## src/rtl/core/s4b6b_pkg.sv

```systemverilog
package s4b6b_pkg;

  localparam int SAMPLE_WIDTH  = 8;
  localparam int CHIP_WIDTH    = 8;
  localparam int NUM_CHIPS     = 6;
  localparam int NUM_CODEWORDS = 16;
  localparam int SYMBOL_WIDTH  = 4;
  localparam int TREE_LEVELS   = 4;
  // six terms at most, so three guard bits keep every sum exact
  localparam int SUM_WIDTH     = SAMPLE_WIDTH + 3;
  localparam int WIDE_WIDTH    = (SAMPLE_WIDTH > CHIP_WIDTH) ? SAMPLE_WIDTH : CHIP_WIDTH;

  typedef logic [CHIP_WIDTH-1:0]           chip_t;
  typedef logic signed [SAMPLE_WIDTH-1:0]  sample_t;
  typedef logic signed [SUM_WIDTH-1:0]     sum_t;
  typedef logic [SYMBOL_WIDTH-1:0]         symbol_t;
  typedef logic [NUM_CHIPS-1:0]            mask_t;

  typedef struct packed {
    sum_t    score;
    symbol_t idx;
  } cand_t;

  // bit j set means chip j carries a one in that codeword
  localparam mask_t CW_MASK [NUM_CODEWORDS] = '{
    6'h1C, 6'h2C, 6'h32, 6'h1A, 6'h2A, 6'h31, 6'h19, 6'h29,
    6'h26, 6'h16, 6'h0E, 6'h23, 6'h13, 6'h25, 6'h15, 6'h0D
  };

  // bits above the sample width are dropped, the rest is two's complement
  function automatic sample_t sample_value(input chip_t raw);
    logic [WIDE_WIDTH-1:0] ext;
    ext = WIDE_WIDTH'(raw);
    return sample_t'(ext[SAMPLE_WIDTH-1:0]);
  endfunction

endpackage

```

## src/rtl/core/s4b6b_corr.sv

```systemverilog
module s4b6b_corr (
  input  s4b6b_pkg::sample_t samples [s4b6b_pkg::NUM_CHIPS],
  output s4b6b_pkg::sum_t    sums    [s4b6b_pkg::NUM_CODEWORDS]
);
  import s4b6b_pkg::*;

  always_comb begin
    sum_t acc;
    for (int i = 0; i < NUM_CODEWORDS; i++) begin
      acc = '0;
      for (int j = 0; j < NUM_CHIPS; j++) begin
        if (CW_MASK[i][j]) begin
          acc = acc + SUM_WIDTH'(samples[j]);
        end
      end
      sums[i] = acc;
    end
  end

endmodule

```

## src/rtl/core/s4b6b_argmax.sv

```systemverilog
module s4b6b_argmax (
  input  s4b6b_pkg::sum_t    sums [s4b6b_pkg::NUM_CODEWORDS],
  output s4b6b_pkg::symbol_t best
);
  import s4b6b_pkg::*;

  cand_t lvl [TREE_LEVELS+1][NUM_CODEWORDS];

  // pairwise tree, lower index kept on ties
  always_comb begin
    lvl = '{default: '0};
    for (int i = 0; i < NUM_CODEWORDS; i++) begin
      lvl[0][i].score = sums[i];
      lvl[0][i].idx   = SYMBOL_WIDTH'(i);
    end
    for (int l = 0; l < TREE_LEVELS; l++) begin
      for (int k = 0; k < (NUM_CODEWORDS >> (l + 1)); k++) begin
        if ($signed(lvl[l][2*k+1].score) > $signed(lvl[l][2*k].score)) begin
          lvl[l+1][k] = lvl[l][2*k+1];
        end else begin
          lvl[l+1][k] = lvl[l][2*k];
        end
      end
    end
  end

  // the winning sum must be positive, so no positive sum means symbol zero
  assign best = ($signed(lvl[TREE_LEVELS][0].score) > $signed(SUM_WIDTH'(0)))
              ? lvl[TREE_LEVELS][0].idx : '0;

endmodule

```

## src/rtl/core/soft_4b6b_correlation_decoder.sv

```systemverilog
// Soft 4B6B decoder: each transfer of six signed chip samples returns the index of the
// best-correlating codeword on symbol, with done high for exactly one cycle, behind in_valid,
// after start was taken. busy is always low, so a new group may be started every clock;
// the input register and the result register bound one pass through the sixteen
// three-term sums and a four-level compare tree. Ties go to the lower index and a group
// with no positive correlation decodes to zero. The receiver cannot stall done.
module soft_4b6b_correlation_decoder (
  input  logic                   clk,
  input  logic                   rst,
  input  logic                   start,
  output logic                   busy,
  input  logic signed [7:0]      chip_0,
  input  logic signed [7:0]      chip_1,
  input  logic signed [7:0]      chip_2,
  input  logic signed [7:0]      chip_3,
  input  logic signed [7:0]      chip_4,
  input  logic signed [7:0]      chip_5,
  output logic                   done,
  output s4b6b_pkg::symbol_t     symbol
);
  import s4b6b_pkg::*;

  logic    in_valid;
  chip_t   chips [NUM_CHIPS];
  sample_t samples [NUM_CHIPS];
  sum_t    sums [NUM_CODEWORDS];
  symbol_t best;
  logic    accept;

  assign busy   = 1'b0;
  assign accept = start && !busy;

  always_ff @(posedge clk) begin
    if (rst) begin
      in_valid <= 1'b0;
      done     <= 1'b0;
    end else begin
      in_valid <= accept;
      done     <= in_valid;
    end
  end

  always_ff @(posedge clk) begin
    if (accept) begin
      chips[0] <= chip_t'(chip_0);
      chips[1] <= chip_t'(chip_1);
      chips[2] <= chip_t'(chip_2);
      chips[3] <= chip_t'(chip_3);
      chips[4] <= chip_t'(chip_4);
      chips[5] <= chip_t'(chip_5);
    end
    symbol <= best;
  end

  always_comb begin
    for (int j = 0; j < NUM_CHIPS; j++) begin
      samples[j] = sample_value(chips[j]);
    end
  end

  s4b6b_corr u_corr (
    .samples(samples),
    .sums   (sums)
  );

  s4b6b_argmax u_argmax (
    .sums(sums),
    .best(best)
  );

  // every taken group yields exactly one result
  assert property (@(posedge clk) disable iff (rst)
    accept |-> ##2 done)
    else $error("result missing after accepted group");

  assert property (@(posedge clk)
    (!rst && $past(!rst) && $past(!rst, 2)) |-> (done == $past(accept, 2)))
    else $error("result strobe without accepted group");

  // no positive chip means no positive correlation
  assert property (@(posedge clk) disable iff (rst)
    (accept && sample_value(chip_t'(chip_0)) <= 0 && sample_value(chip_t'(chip_1)) <= 0
     && sample_value(chip_t'(chip_2)) <= 0 && sample_value(chip_t'(chip_3)) <= 0
     && sample_value(chip_t'(chip_4)) <= 0 && sample_value(chip_t'(chip_5)) <= 0)
    |-> ##2 (symbol == '0))
    else $error("non-positive group decoded to nonzero symbol");

endmodule

```

## config.mk

```make
export PLATFORM = sky130hd
export DESIGN_NAME = soft_4b6b_correlation_decoder
export DESIGN_NICKNAME = d
export VERILOG_FILES = /design/src/rtl/core/s4b6b_pkg.sv /design/src/rtl/core/s4b6b_corr.sv /design/src/rtl/core/s4b6b_argmax.sv /design/src/rtl/core/soft_4b6b_correlation_decoder.sv
export SDC_FILE = /design/constraint.sdc
export NUM_CORES = 1
export LEC_CHECK = 0
export BUFFER_PORTS_ARGS = -buffer_cell sky130_fd_sc_hd__clkbuf_2
export CAP_MARGIN = 20
export CORE_AREA = 3 3 174 176
export DETAILED_ROUTE_END_ITERATION = 10
export DIE_AREA = 0 0 177 179
export GPL_ROUTABILITY_DRIVEN = 0
export PLACE_DENSITY_LB_ADDON = 0.3
export SLEW_MARGIN = 10
export SYNTH_ARGS = -nofsm -noshare
export SYNTH_HDL_FRONTEND = slang
export SYNTH_SLANG_ARGS = --single-unit
```

## constraint.sdc

```tcl
create_clock -name clk -period 24.6 [get_ports clk]
set_clock_uncertainty 0.05 [all_clocks]
set_input_delay 3.69 -clock clk [delete_from_list [all_inputs] [get_ports clk]]
set_output_delay 3.69 -clock clk [all_outputs]
set_load 0.01 [all_outputs]
```

* Word-level counts from Yosys, hierarchy flattened
Memory sizes are Yosys's and may differ from the RTL's.
Index checks and enable logic that the tools add are counted.
** Cells by class
- Add/sub/neg operators :: 24
- Magnitude comparators :: 16
- Multiplexer cells :: 17
** Operators by type and width (number)
- $mux 15 :: 15
- $gt 11x11->1 :: 15
- $add 9x8->10 :: 16
- $add 8x8->9 :: 8
- $gt 11x1->1 const B :: 1
- $mux 1 :: 2
** Storage, ports and cells
- Flip-flop bits (word level) :: 6
- Bits in writable memories :: 48
- Memories kept :: 1
** Memory list
- chips :: words 6, width 8, read ports 6, clocked after Yosys merged registers in 0, wr ports 6, RTL line soft_4b6b_correlation_decoder.sv:24 : chip_t chips [NUM_CHIPS];

* Logic depth before layout (Yosys ltp)
Gate-level depths: netlist (run 1).
An unclocked memory read counts as a cell.
- Word-level depth :: 12
- Mapped depth :: 72
- Gate-level depth less buffers :: 67

* Cells and area by module
From an unflattened synthesis (run 1), not the netlist that was laid out.
** Unflattened totals
- Cells, all modules :: 2048
- Area total of the unflattened synthesis :: 16166.8 um2
** Modules (own cells, without submodules)
- s4b6b_corr :: times used 1, cells each 1000, area an instance 7775.0 um2
- s4b6b_argmax :: times used 1, cells each 990, area an instance 6806.5 um2
- soft_4b6b_correlation_decoder :: times used 1, cells each 58, area an instance 1585.3 um2

* Worst setup path after synthesis (run 1)
OpenSTA, ideal clock, no wires.
- Path kind :: reg-to-reg
- Start :: mem chips[3][1] in the netlist's numbering
- End :: reg symbol[0]
- Library setup time :: 0.134 ns
- Arrival time :: 11.567 ns
- Required time :: 24.416 ns
- Slack :: 12.849 ns
- Stages on the path, launching flop included :: 62
- Path buffers :: 3
- Cell sequence :: edfxtp_1 > inv_1 > fa_1 > inv_1 > ha_1 > a21o_1 > a21oi_1 > o21bai_1 > a21oi_1 > xor2_1 > inv_1 > ha_1 > nand3_1 > o31a_1 > o22ai_1 > a22o_1 > a221oi_1 > nor4_2 > (+26 left out) > ha_1 > nor2b_1 > o21a_1 > o21a_1 > o21a_1 > o21ai_0 > nand2b_1 > a21oi_1 > nor2b_1 > o21ai_0 > nand2_1 > o311ai_0 > o21ai_0 > nor4_1 > nand3_1 > or3_1 > o211ai_2 > a221oi_1
** RTL lines
- start: declaration :: RTL line soft_4b6b_correlation_decoder.sv:24
- end signal: assignment :: RTL line soft_4b6b_correlation_decoder.sv:52 : symbol <= best;
- end: declaration :: RTL line soft_4b6b_correlation_decoder.sv:19 : output s4b6b_pkg::symbol_t symbol

==> results of run 1 <==
-- registers in the layout, indices dropped and copies added, names as in the netlist --
signal	flops
chips	48
done	1
in_valid	1
symbol	4
-- path summary, 6_finish.rpt --
path | slack (ns) | depth (start not counted) | to
max | 10.99 | 65 | symbol[1]$_SDFF_PP0_
min | 0.39 | 1 | done$_SDFF_PP0_
max reg2reg | 10.99 | 65 | symbol[1]$_SDFF_PP0_
min reg2reg | 0.39 | 1 | done$_SDFF_PP0_
-- cells in the mapped netlist, types with 21 or more instances --
cell / number
sky130_fd_sc_hd__o21a_1: 22
sky130_fd_sc_hd__fa_1: 38
sky130_fd_sc_hd__nor3_1: 31
sky130_fd_sc_hd__edfxtp_1: 48
sky130_fd_sc_hd__nor2_1: 116
sky130_fd_sc_hd__mux2i_1: 76
sky130_fd_sc_hd__xor2_1: 42
sky130_fd_sc_hd__nand3_1: 32
sky130_fd_sc_hd__nand2b_1: 30
sky130_fd_sc_hd__xnor2_1: 115
sky130_fd_sc_hd__o21bai_1: 46
sky130_fd_sc_hd__nand4_1: 21
sky130_fd_sc_hd__nor2b_1: 44
sky130_fd_sc_hd__inv_1: 181
sky130_fd_sc_hd__a21o_1: 49
sky130_fd_sc_hd__nand2_1: 86
sky130_fd_sc_hd__ha_1: 328
sky130_fd_sc_hd__o21ai_0: 105
sky130_fd_sc_hd__a211oi_1: 29
sky130_fd_sc_hd__a21oi_1: 157
-- critical path, delay by kind of cell (launching register included) --
kind / cells / cell delay, ns
xor gates and xnor gates: 1 / 0.59
AOI/OAI and AO/OA: 30 / 5.42
and+or+nand+nor: 19 / 2.89
muxes: 4 / 0.99
buffers and inverters: 5 / 0.83
adders and majority gates: 6 / 2.17
DFF: 1 / 0.51
-- stage by stage --
step / area (sq um) / setup WS (ns) / hold slack (ns) / instances / util
6_report: 16700 / 10.99 / 0.392 / 2320 / 0.581
5_1_grt: 16700 / 10.09 / 0.402 / 2320 / 0.581
4_1_cts: 16700 / 11.31 / 0.399 / 2320 / 0.581
3_5_place_dp: 16500 / 11.35 / 0.390 / 2312 / 0.575
3_3_place_gp: 16500 / 11.83 / 0.389 / 2312 / 0.575
2_1_floorplan: 15800 / 12.85 / 0.364 / 1885 / -
-- cells by family (layout without fill, tap and decap cells) --
family / count (synthesis) / after routing
AO/OA/AOI/OAI: 540 / 540
adder cells (fa/ha/maj): 370 / 370
buffers and inverters: 205 / 256
AND/OR/NAND/NOR: 456 / 456
flip-flops: 54 / 54
multiplexers: 100 / 100
other: 1 / 1
XOR/XNOR: 159 / 159
-- cell type report --
class,count,area [sq um]
fillers,2539,12100
repair buffers,66,358
clock buffers,5,125
multi-input cells,1626,13500
clock inverters,3,43.8
inverters,182,683
flip-flops and latches,54,1560
well taps,384,480
-- per-layer routing --
| layer | GRT usage | up-vias | routed length [microns] |
|---|---|---|---|
| li1 | - | 7062 | - |
| met1 | 0.389 | 6770 | 20200 |
| met2 | 0.492 | 581 | 21200 |
| met3 | 0.0349 | 111 | 3840 |
| met4 | 0.110 | 0 | 2180 |
| met5 | 0 | - | 0 |
==> implementation parameters, run 1 <==
Parameter                              Value

Outcome
  Outcome ... complete, no violations

GRT
  Global-route wire length before repair ... 73,700 microns
  Pin count of the biggest net entering global routing ... 50
  Antenna violations before repair ... 0
  Final global-route overflow total ... 0
  Global router's overall resource usage ... 0.294
  Vias in the first global route ... 14,100

STA
  Total negative setup slack ... 0 ns
  Hold violation count in the final report ... 0
  Crit path time final ... 13.61 ns
  Finish-stage setup viols ... 0
  Peak clock frequency supported by timing ... 0.0735 GHz
  Fraction of the cycle the final worst path needs ... 0.553
  Number of pins with negative max-slew slack in the final report ... 0
  Setup repair after global routing missed its margin ... false
  Slew at the pin closest to its max-slew limit ... 1.21 ns
  Worst slew slack as a fraction of its limit ... 0.195

Layout
  Leading cell types in the layout, fill and taps excluded ... sky130_fd_sc_hd__ha_1, sky130_fd_sc_hd__inv_1, sky130_fd_sc_hd__a21oi_1
  Synth-to-layout area growth ... 5.71%
  Fraction of final layout cells with drive strength greater than 1 ... 0.0739
  Net count, final ... 2,352
  Antenna diode count ... 0
  Commonest non-fill, non-tap cell in the layout ... sky130_fd_sc_hd__ha_1

Floorplanning
  Total core area ... 28,800 sq um
  I/O pin count ... 57
  Die Y ... 179 microns
  Die span in x ... 177 microns
  Row cnt ... 62
  Initial Util ... 0.549
  Area enclosed by the die boundary ... 31,700 sq um

Detailed routing
  Total vias in the final route ... 14,500
  Number of antenna-violating nets in the routed design ... 0
  Drt first pass iters ... 5
  WL final ... 47,400 microns
  Average detailed-routed wire length per instance ... 20.4 microns
  Via density per instance ... 6.26
  DRC violation total after the first TritonRoute iteration ... 1,106
  DRC violation count after routing ... 0

CTS
  Post-CTS resize count ... 0
  Clock latency of the later-clocked register in the worst-skew pair ... 0.29 ns
  Post-CTS Repair Setup Buffers ... 0
  Root cell of the clock tree ... sky130_fd_sc_hd__clkbuf_16
  H-tree lvl count ... 2
  Clock tree buffer depth ... 2
  Clock slew seen by the registers of the worst setup and hold paths ... 0.07 ns
  # hold bufs at CTS ... 0
  Clock sinks ... 54
  TritonCTS buffer count ... 5
  Clock tree from TritonCTS ... built

Logic synthesis
  Share of synthesized cell area in and, or, nand and nor gates ... 0.151
  Adder-Cell Fraction of Synth Area ... 0.310
  Top area cells in the synthesized netlist ... sky130_fd_sc_hd__ha_1, sky130_fd_sc_hd__edfxtp_1, sky130_fd_sc_hd__xnor2_1, sky130_fd_sc_hd__a21oi_1, sky130_fd_sc_hd__fa_1
  Warning count from the yosys run ... 0
  Ys flop type ... sky130_fd_sc_hd__edfxtp_1
  Synth top area share ... 0.260
  Fraction of the yosys area taken by sequential cells ... 0.0988
  Largest family of logic cells by synthesized area ... adder cells
  Post-synthesis cell type count ... 108
  Avg Inst Size Synth ... 8.39 sq um
  Post-Synth XOR/XNOR Area ... 0.0891
  Number of synthesized flops with an enable pin ... 48
  Fraction of registers with async set or reset after synthesis ... 0
  Net count after synthesis ... 2,302
  Yosys top cell by area ... sky130_fd_sc_hd__ha_1
  Synth Register Bits ... 54
  Share of synthesized area spent on multiplexers ... 0.0667
  Post-Synthesis Cell Area ... 15,800 sq um
  Synth Area in Compound Gates ... 0.234
  Cells after synthesis ... 1,885

Worst setup path
  Worst Path Arrival ... 13.73 ns
  Setup Crit Path Kind ... register to register
  Critical-path top delay cell ... sky130_fd_sc_hd__a211oi_4
  R2r startpoint ... chips[0][1]$_DFFE_PP_
  Delay of the slowest cell on the worst path ... 0.77 ns
  Capturing element type of the critical path ... register
  Critical path required time ... 24.71 ns
  Largest fanout of any net on the critical path ... 24
  Source of the critical timing path ... chips[0][1]$_DFFE_PP_
  Critical Path Start Type ... register
  CP dominant cell by count ... sky130_fd_sc_hd__o21ai_0

Min path
  Path class of the lowest-slack min-delay path ... register to register
  Start point of the worst min-delay path ... in_valid$_SDFF_PP0_

Placed design
  I/O Buffers ... 55
  Detailed Place HPWL ... 38,500 microns

Flow run
  Max Cap Violations ... 0
Power of run 1 is not shown: default switching activity piles up to over one toggle a cycle in this logic, so the estimate is an artifact.
==> run 2: changes to the inputs <==
Clock period 24.6 ns to 12.8 ns, I/O delays scaled along.
==> implementation parameters, run 2 (synthesis gave the netlist of run 1 again) <==
Parameter                              Value

Worst setup path
  Largest fanout of any net on the critical path ... 12 (was 24)
  Source of the critical timing path ... chips[1][1]$_DFFE_PP_ (was chips[0][1]$_DFFE_PP_)
  Cell count of the worst reg-to-reg path ... 55 (was 65)
  Worst setup path endpoint ... symbol[1]$_SDFF_PP0_ (unchanged)
  Endpoint of the lowest-slack register-to-register path ... symbol[1]$_SDFF_PP0_ (unchanged)
  Setup slack, reg-to-reg ... 0.65 ns (was 10.99 ns)
  Setup Crit Path Kind ... register to register (unchanged)
  Critical Path Start Type ... register (unchanged)
  Critical-path top delay cell ... sky130_fd_sc_hd__xnor2_1 (was sky130_fd_sc_hd__a211oi_4)
  Critical path required time ... 12.90 ns (was 24.71 ns)
  R2r startpoint ... chips[1][1]$_DFFE_PP_ (was chips[0][1]$_DFFE_PP_)
  Worst Path Arrival ... 12.25 ns (was 13.73 ns)
  Delay of the slowest cell on the worst path ... 0.51 ns (was 0.77 ns)
  Capturing element type of the critical path ... register (unchanged)

Layout
  Leading cell types in the layout, fill and taps excluded ... sky130_fd_sc_hd__ha_1, sky130_fd_sc_hd__inv_1, sky130_fd_sc_hd__a21oi_1 (unchanged)
  Top register by number of flip-flops ... chips (unchanged)
  Synth-to-layout area growth ... 10.9% (was 5.71%)
  Antenna diode count ... 0 (unchanged)
  Fraction of final layout cells with drive strength greater than 1 ... 0.129 (was 0.0739)
  Commonest non-fill, non-tap cell in the layout ... sky130_fd_sc_hd__ha_1 (unchanged)
  Sequential standard cell area ... 1560 sq um (unchanged)
  Filler cells ... 2,470 (was 2,539)
  Largest registers ... chips: 48 flops, symbol: 4 flops (unchanged)
  Number of cells in the finished layout apart from fillers ... 2,378 (was 2,320)
  Net count, final ... 2,410 (was 2,352)
  Largest register FFs ... 48 (unchanged)
  Area taken by multi-input logic gates ... 13,800 sq um (was 13,500 sq um)

STA
  Finish-stage setup viols ... 0 (unchanged)
  Worst path setup slack after routing ... 0.651 ns (was 10.99 ns)
  Crit path time final ... 12.15 ns (was 13.61 ns)
  Worst slew slack as a fraction of its limit ... 0.262 (was 0.195)
  Fraction of the cycle the final worst path needs ... 0.949 (was 0.553)
  Hold violation count in the final report ... 0 (unchanged)
  Peak clock frequency supported by timing ... 0.0823 GHz (was 0.0735 GHz)
  Slew at the pin closest to its max-slew limit ... 1.11 ns (was 1.21 ns)
  Number of pins with negative max-slew slack in the final report ... 0 (unchanged)

Detailed routing
  Sum of routed wire segments on met1 ... 20,600 microns (was 20,200 microns)
  Average detailed-routed wire length per instance ... 20.9 microns (was 20.4 microns)
  Uppermost signal routing layer after detailed routing ... met5 (was met4)
  Via density per instance ... 6.31 (was 6.26)
  Number of antenna-violating nets in the routed design ... 0 (unchanged)
  Met3 layer wire length in the routed design ... 4160 microns (was 3840 microns)
  DRC violation count after routing ... 0 (unchanged)
  Drt first pass iters ... 5 (unchanged)
  WL final ... 49,600 microns (was 47,400 microns)
  Met2 wire length ... 22,400 microns (was 21,200 microns)
  Total vias in the final route ... 15,000 (was 14,500)
  DRC violation total after the first TritonRoute iteration ... 1,201 (was 1,106)

Floorplanning
  Die span in x ... 177 microns (unchanged)
  Row cnt ... 62 (unchanged)
  Initial Util ... 0.549 (unchanged)
  Area enclosed by the die boundary ... 31,700 sq um (unchanged)
  Die Y ... 179 microns (unchanged)
  I/O pin count ... 57 (unchanged)
  Total core area ... 28,800 sq um (unchanged)

Flow run
  Max Cap Violations ... 0 (unchanged)

CTS
  # hold bufs at CTS ... 0 (unchanged)
  Clock tree from TritonCTS ... built (unchanged)
  TritonCTS buffer count ... 5 (unchanged)
  Clock latency of the later-clocked register in the worst-skew pair ... 0.30 ns (was 0.29 ns)
  H-tree lvl count ... 2 (unchanged)
  Clock slew seen by the registers of the worst setup and hold paths ... 0.07 ns (about the same)
  Root cell of the clock tree ... sky130_fd_sc_hd__clkbuf_16 (unchanged)
  Clock sinks ... 54 (unchanged)
  Clock tree buffer depth ... 2 (unchanged)

GRT
  Pin count of the biggest net entering global routing ... 50 (unchanged)
  Vias in the first global route ... 14,600 (was 14,100)
  Antenna violations before repair ... 1 (was 0)
  Global-route wire length before repair ... 75,700 microns (was 73,700 microns)
  Final global-route overflow total ... 0 (unchanged)
  Global router's overall resource usage ... 0.305 (was 0.294)

Placed design
  Pre-CTS worst setup slack ... 0.0770 ns (was 11.35 ns)
  Number of instances in the placed design ... 2,330 (was 2,312)
  Detailed Place HPWL ... 40,100 microns (was 38,500 microns)
  I/O Buffers ... 55 (unchanged)

Min path
  Path class of the lowest-slack min-delay path ... register to register (unchanged)

Outcome
  Outcome ... complete, no violations (unchanged)
-- run 2: per-stage QoR --
| step | util | area [sq um] | TNS (ns) | hold slack, ns |
|---|---|---|---|---|
| after global routing | 0.609 | 17500 | -0.111 | 0.424 |
| after floorplan | - | 15800 | 0 | 0.364 |
| after detailed placement | 0.579 | 16700 | 0 | 0.392 |
| final | 0.609 | 17500 | 0 | 0.404 |
| after CTS | 0.584 | 16800 | 0 | 0.406 |
| after global placement | 0.579 | 16700 | 0 | 0.399 |
-- run 2: worst min path at each step --
stage,cells past startpoint,end,slack [ns],start
2_1_floorplan,1,done$_SDFF_PP0_,0.36,in_valid$_SDFF_PP0_
3_3_place_gp,1,done$_SDFF_PP0_,0.40,in_valid$_SDFF_PP0_
3_5_place_dp,1,done$_SDFF_PP0_,0.39,in_valid$_SDFF_PP0_
4_1_cts,1,done$_SDFF_PP0_,0.41,in_valid$_SDFF_PP0_
5_1_grt,1,done$_SDFF_PP0_,0.42,in_valid$_SDFF_PP0_
6_report,1,done$_SDFF_PP0_,0.40,in_valid$_SDFF_PP0_
-- run 2: per-layer routing --
metal,track usage,vias to the layer above
met2,0.504,573
met4,0.131,2
met3,0.0563,155
met5,0,-
met1,0.390,7073
li1,-,7194
-- run 2: what timing repair did --
action                                  CTS  global route
resized for setup                         0            88
endpoints found under the setup margin    0             4
hold endpoints to repair                  0             0
setup buffers                             0            38
-- run 2: final cells by class --
class / count / area share
flip-flops and latches: 54 / 0.0891
inverters: 182 / 0.0390
well taps: 384 / 0.0274
repair buffers: 123 / 0.0461
multi-input cells: 1627 / 0.790
clock buffers: 5 / 0.00714
clock inverters: 3 / 0.00121
-- run 2: critical path: cells and delay by family, from the launching register on --
| family | cells | cell delay [ns] |
|---|---|---|
| and+or+nand+nor | 17 | 2.30 |
| adders and majority gates | 7 | 2.10 |
| muxes | 2 | 0.81 |
| xor gates and xnor gates | 2 | 0.70 |
| AOI/OAI and AO/OA | 24 | 4.88 |
| DFF | 1 | 0.48 |
| buffers and inverters | 3 | 0.64 |
Power of run 2 is left out for the same reason.
==> run 3: changes to the inputs <==
Clock period 12.8 ns to 11.1 ns, I/O delays scaled along.
==> implementation parameters, run 3 (synthesis gave the netlist of run 1 again) <==
Parameter                              Value

Detailed routing
  DRC violation count after routing ... 0 (unchanged)
  Average detailed-routed wire length per instance ... 23.5 microns (was 20.9 microns)
  DRC violation total after the first TritonRoute iteration ... 1,758 (was 1,201)
  Via density per instance ... 6.57 (was 6.31)
  WL final ... 62,300 microns (was 49,600 microns)
  Number of antenna-violating nets in the routed design ... 0 (unchanged)
  Drt first pass iters ... 8 (was 5)
  Total vias in the final route ... 17,400 (was 15,000)

Worst setup path
  Critical path buffers and inverters ... 6 (was 3)
  CP dominant cell by count ... sky130_fd_sc_hd__a21oi_2
  Worst Path Arrival ... 11.92 ns (was 12.25 ns)
  Critical Path Start Type ... register (unchanged)
  Setup slack, reg-to-reg ... -0.67 ns (was 0.65 ns)
  Critical path required time ... 11.24 ns (was 12.90 ns)
  Setup Crit Path Kind ... register to register (unchanged)
  Delay of the slowest cell on the worst path ... 0.54 ns (was 0.51 ns)
  Capturing element type of the critical path ... register (unchanged)
  Critical-path top delay cell ... sky130_fd_sc_hd__edfxtp_1 (was sky130_fd_sc_hd__xnor2_1)
  Largest fanout of any net on the critical path ... 7 (was 12)
  Cell family contributing the most delay on the critical path ... compound AO/OA/AOI/OAI gates (unchanged)

CTS
  Clock tree from TritonCTS ... built (unchanged)
  Clock sinks ... 54 (unchanged)
  TritonCTS buffer count ... 5 (unchanged)
  Clock slew seen by the registers of the worst setup and hold paths ... 0.08 ns (was 0.07 ns)
  Clock tree buffer depth ... 2 (unchanged)
  Clock latency of the later-clocked register in the worst-skew pair ... 0.31 ns (was 0.30 ns)
  Root cell of the clock tree ... sky130_fd_sc_hd__clkbuf_16 (unchanged)
  H-tree lvl count ... 2 (unchanged)

GRT
  Pin count of the biggest net entering global routing ... 46 (was 50)
  Vias in the first global route ... 16,200 (was 14,600)
  Antenna violations before repair ... 3 (was 1)
  Final global-route overflow total ... 0 (unchanged)
  Global-route wire length before repair ... 84,400 microns (was 75,700 microns)
  Global router's overall resource usage ... 0.338 (was 0.305)

Min path
  Path class of the lowest-slack min-delay path ... register to register (unchanged)

Floorplanning
  Total core area ... 28,800 sq um (unchanged)
  Die Y ... 179 microns (unchanged)
  Die span in x ... 177 microns (unchanged)
  Area enclosed by the die boundary ... 31,700 sq um (unchanged)
  Row cnt ... 62 (unchanged)
  Initial Util ... 0.549 (unchanged)
  I/O pin count ... 57 (unchanged)

Layout
  Utilization after layout ... 0.719 (was 0.609)
  Post-route cell area ... 20,700 sq um (was 17,500 sq um)
  Synth-to-layout area growth ... 30.9% (was 10.9%)
  Number of cells in the finished layout apart from fillers ... 2,654 (was 2,378)
  Top register by number of flip-flops ... chips (unchanged)
  Commonest non-fill, non-tap cell in the layout ... sky130_fd_sc_hd__buf_4 (was sky130_fd_sc_hd__ha_1)
  Fraction of final layout cells with drive strength greater than 1 ... 0.308 (was 0.129)
  Largest register FFs ... 48 (unchanged)
  Leading cell types in the layout, fill and taps excluded ... sky130_fd_sc_hd__buf_4, sky130_fd_sc_hd__ha_1, sky130_fd_sc_hd__inv_1 (was sky130_fd_sc_hd__ha_1, sky130_fd_sc_hd__inv_1, sky130_fd_sc_hd__a21oi_1)
  Net count, final ... 2,685 (was 2,410)
  Largest registers ... chips: 48 flops, symbol: 4 flops (unchanged)

STA
  Setup repair after global routing missed its margin ... true
  Number of pins with negative max-slew slack in the final report ... 0 (unchanged)
  Worst slew slack as a fraction of its limit ... 0.239 (was 0.262)
  Fraction of the cycle the final worst path needs ... 1.06 (was 0.949)
  Peak clock frequency supported by timing ... 0.0849 GHz (was 0.0823 GHz)
  Crit path time final ... 11.77 ns (was 12.15 ns)
  Finish-stage setup viols ... 4 (was 0)
  Worst path setup slack after routing ... -0.672 ns (was 0.651 ns)
  Slew at the pin closest to its max-slew limit ... 1.14 ns (was 1.11 ns)
  Hold violation count in the final report ... 0 (unchanged)

Placed design
  Instance area after placement ... 18,300 sq um (was 16,700 sq um)
  Number of instances in the placed design ... 2,528 (was 2,330)
  Detailed Place HPWL ... 44,000 microns (was 40,100 microns)
  I/O Buffers ... 55 (unchanged)
  Pre-CTS worst setup slack ... -0.564 ns (was 0.0770 ns)

Flow run
  Max Cap Violations ... 0 (unchanged)

Outcome
  Violated checks ... setup timing
  Outcome ... finished with violations (was complete, no violations)
==> run 3: layout make-up <==
cell class	count	area (sq um)
Multi-Input combinational cell	1626	14800
Fill cell	1906	8090
Timing Repair Buffer	399	2960
Sequential cell	54	1560
Inverter	182	688
Tap cell	384	480
Clock buffer	5	125
Clock inverter	3	42.5
Antenna cell	1	2.50
==> run 3: what timing repair did <==
| action | 4_1_cts | 5_1_grt |
|---|---|---|
| buffers inserted | 62 | 53 |
| cloned | 0 | 2 |
| pin swaps | 52 | 112 |
| hold buffers | 0 | 0 |
| setup endpoints to repair | 4 | 4 |
| resized for setup | 111 | 182 |
==> run 3: stage by stage <==
| stage | hold WS [ns] | TNS [ns] |
|---|---|---|
| after detailed placement | 0.386 | -2.19 |
| after global placement | 0.373 | -1.44 |
| final | 0.399 | -2.66 |
| after CTS | 0.401 | 0 |
| after global routing | 0.412 | -4.03 |
| after floorplan | 0.364 | 0 |
==> run 3: worst reg2reg max path, delay by kind of cell (launching register included) <==
kind	cells	cell delay, ns
AOI/OAI and AO/OA	26	5.15
xor gates and xnor gates	2	0.55
adders and majority gates	6	2.09
buffers and inverters	6	0.87
DFF	1	0.54
muxes	3	0.61
and+or+nand+nor	12	1.80
==> run 3: final timing paths <==
check                                           start              endpoint  cells after the start
worst min register to register    in_valid$_SDFF_PP0_       done$_SDFF_PP0_                      1
worst max-delay path            chips[1][2]$_DFFE_PP_  symbol[0]$_SDFF_PP0_                     55
worst min-delay path              in_valid$_SDFF_PP0_       done$_SDFF_PP0_                      1
worst max register to register  chips[1][2]$_DFFE_PP_  symbol[0]$_SDFF_PP0_                     55
==> run 3: layer usage <==
metal | global-route usage | wire length, microns | up-vias
met3 | 0.0604 | 7090 | 440
met1 | 0.422 | 22700 | 8086
li1 | - | - | 7733
met2 | 0.550 | 26800 | 1161
met4 | 0.192 | 5780 | 6
met5 | 0 | 53 | -
Power of run 3 is left out for the same reason.
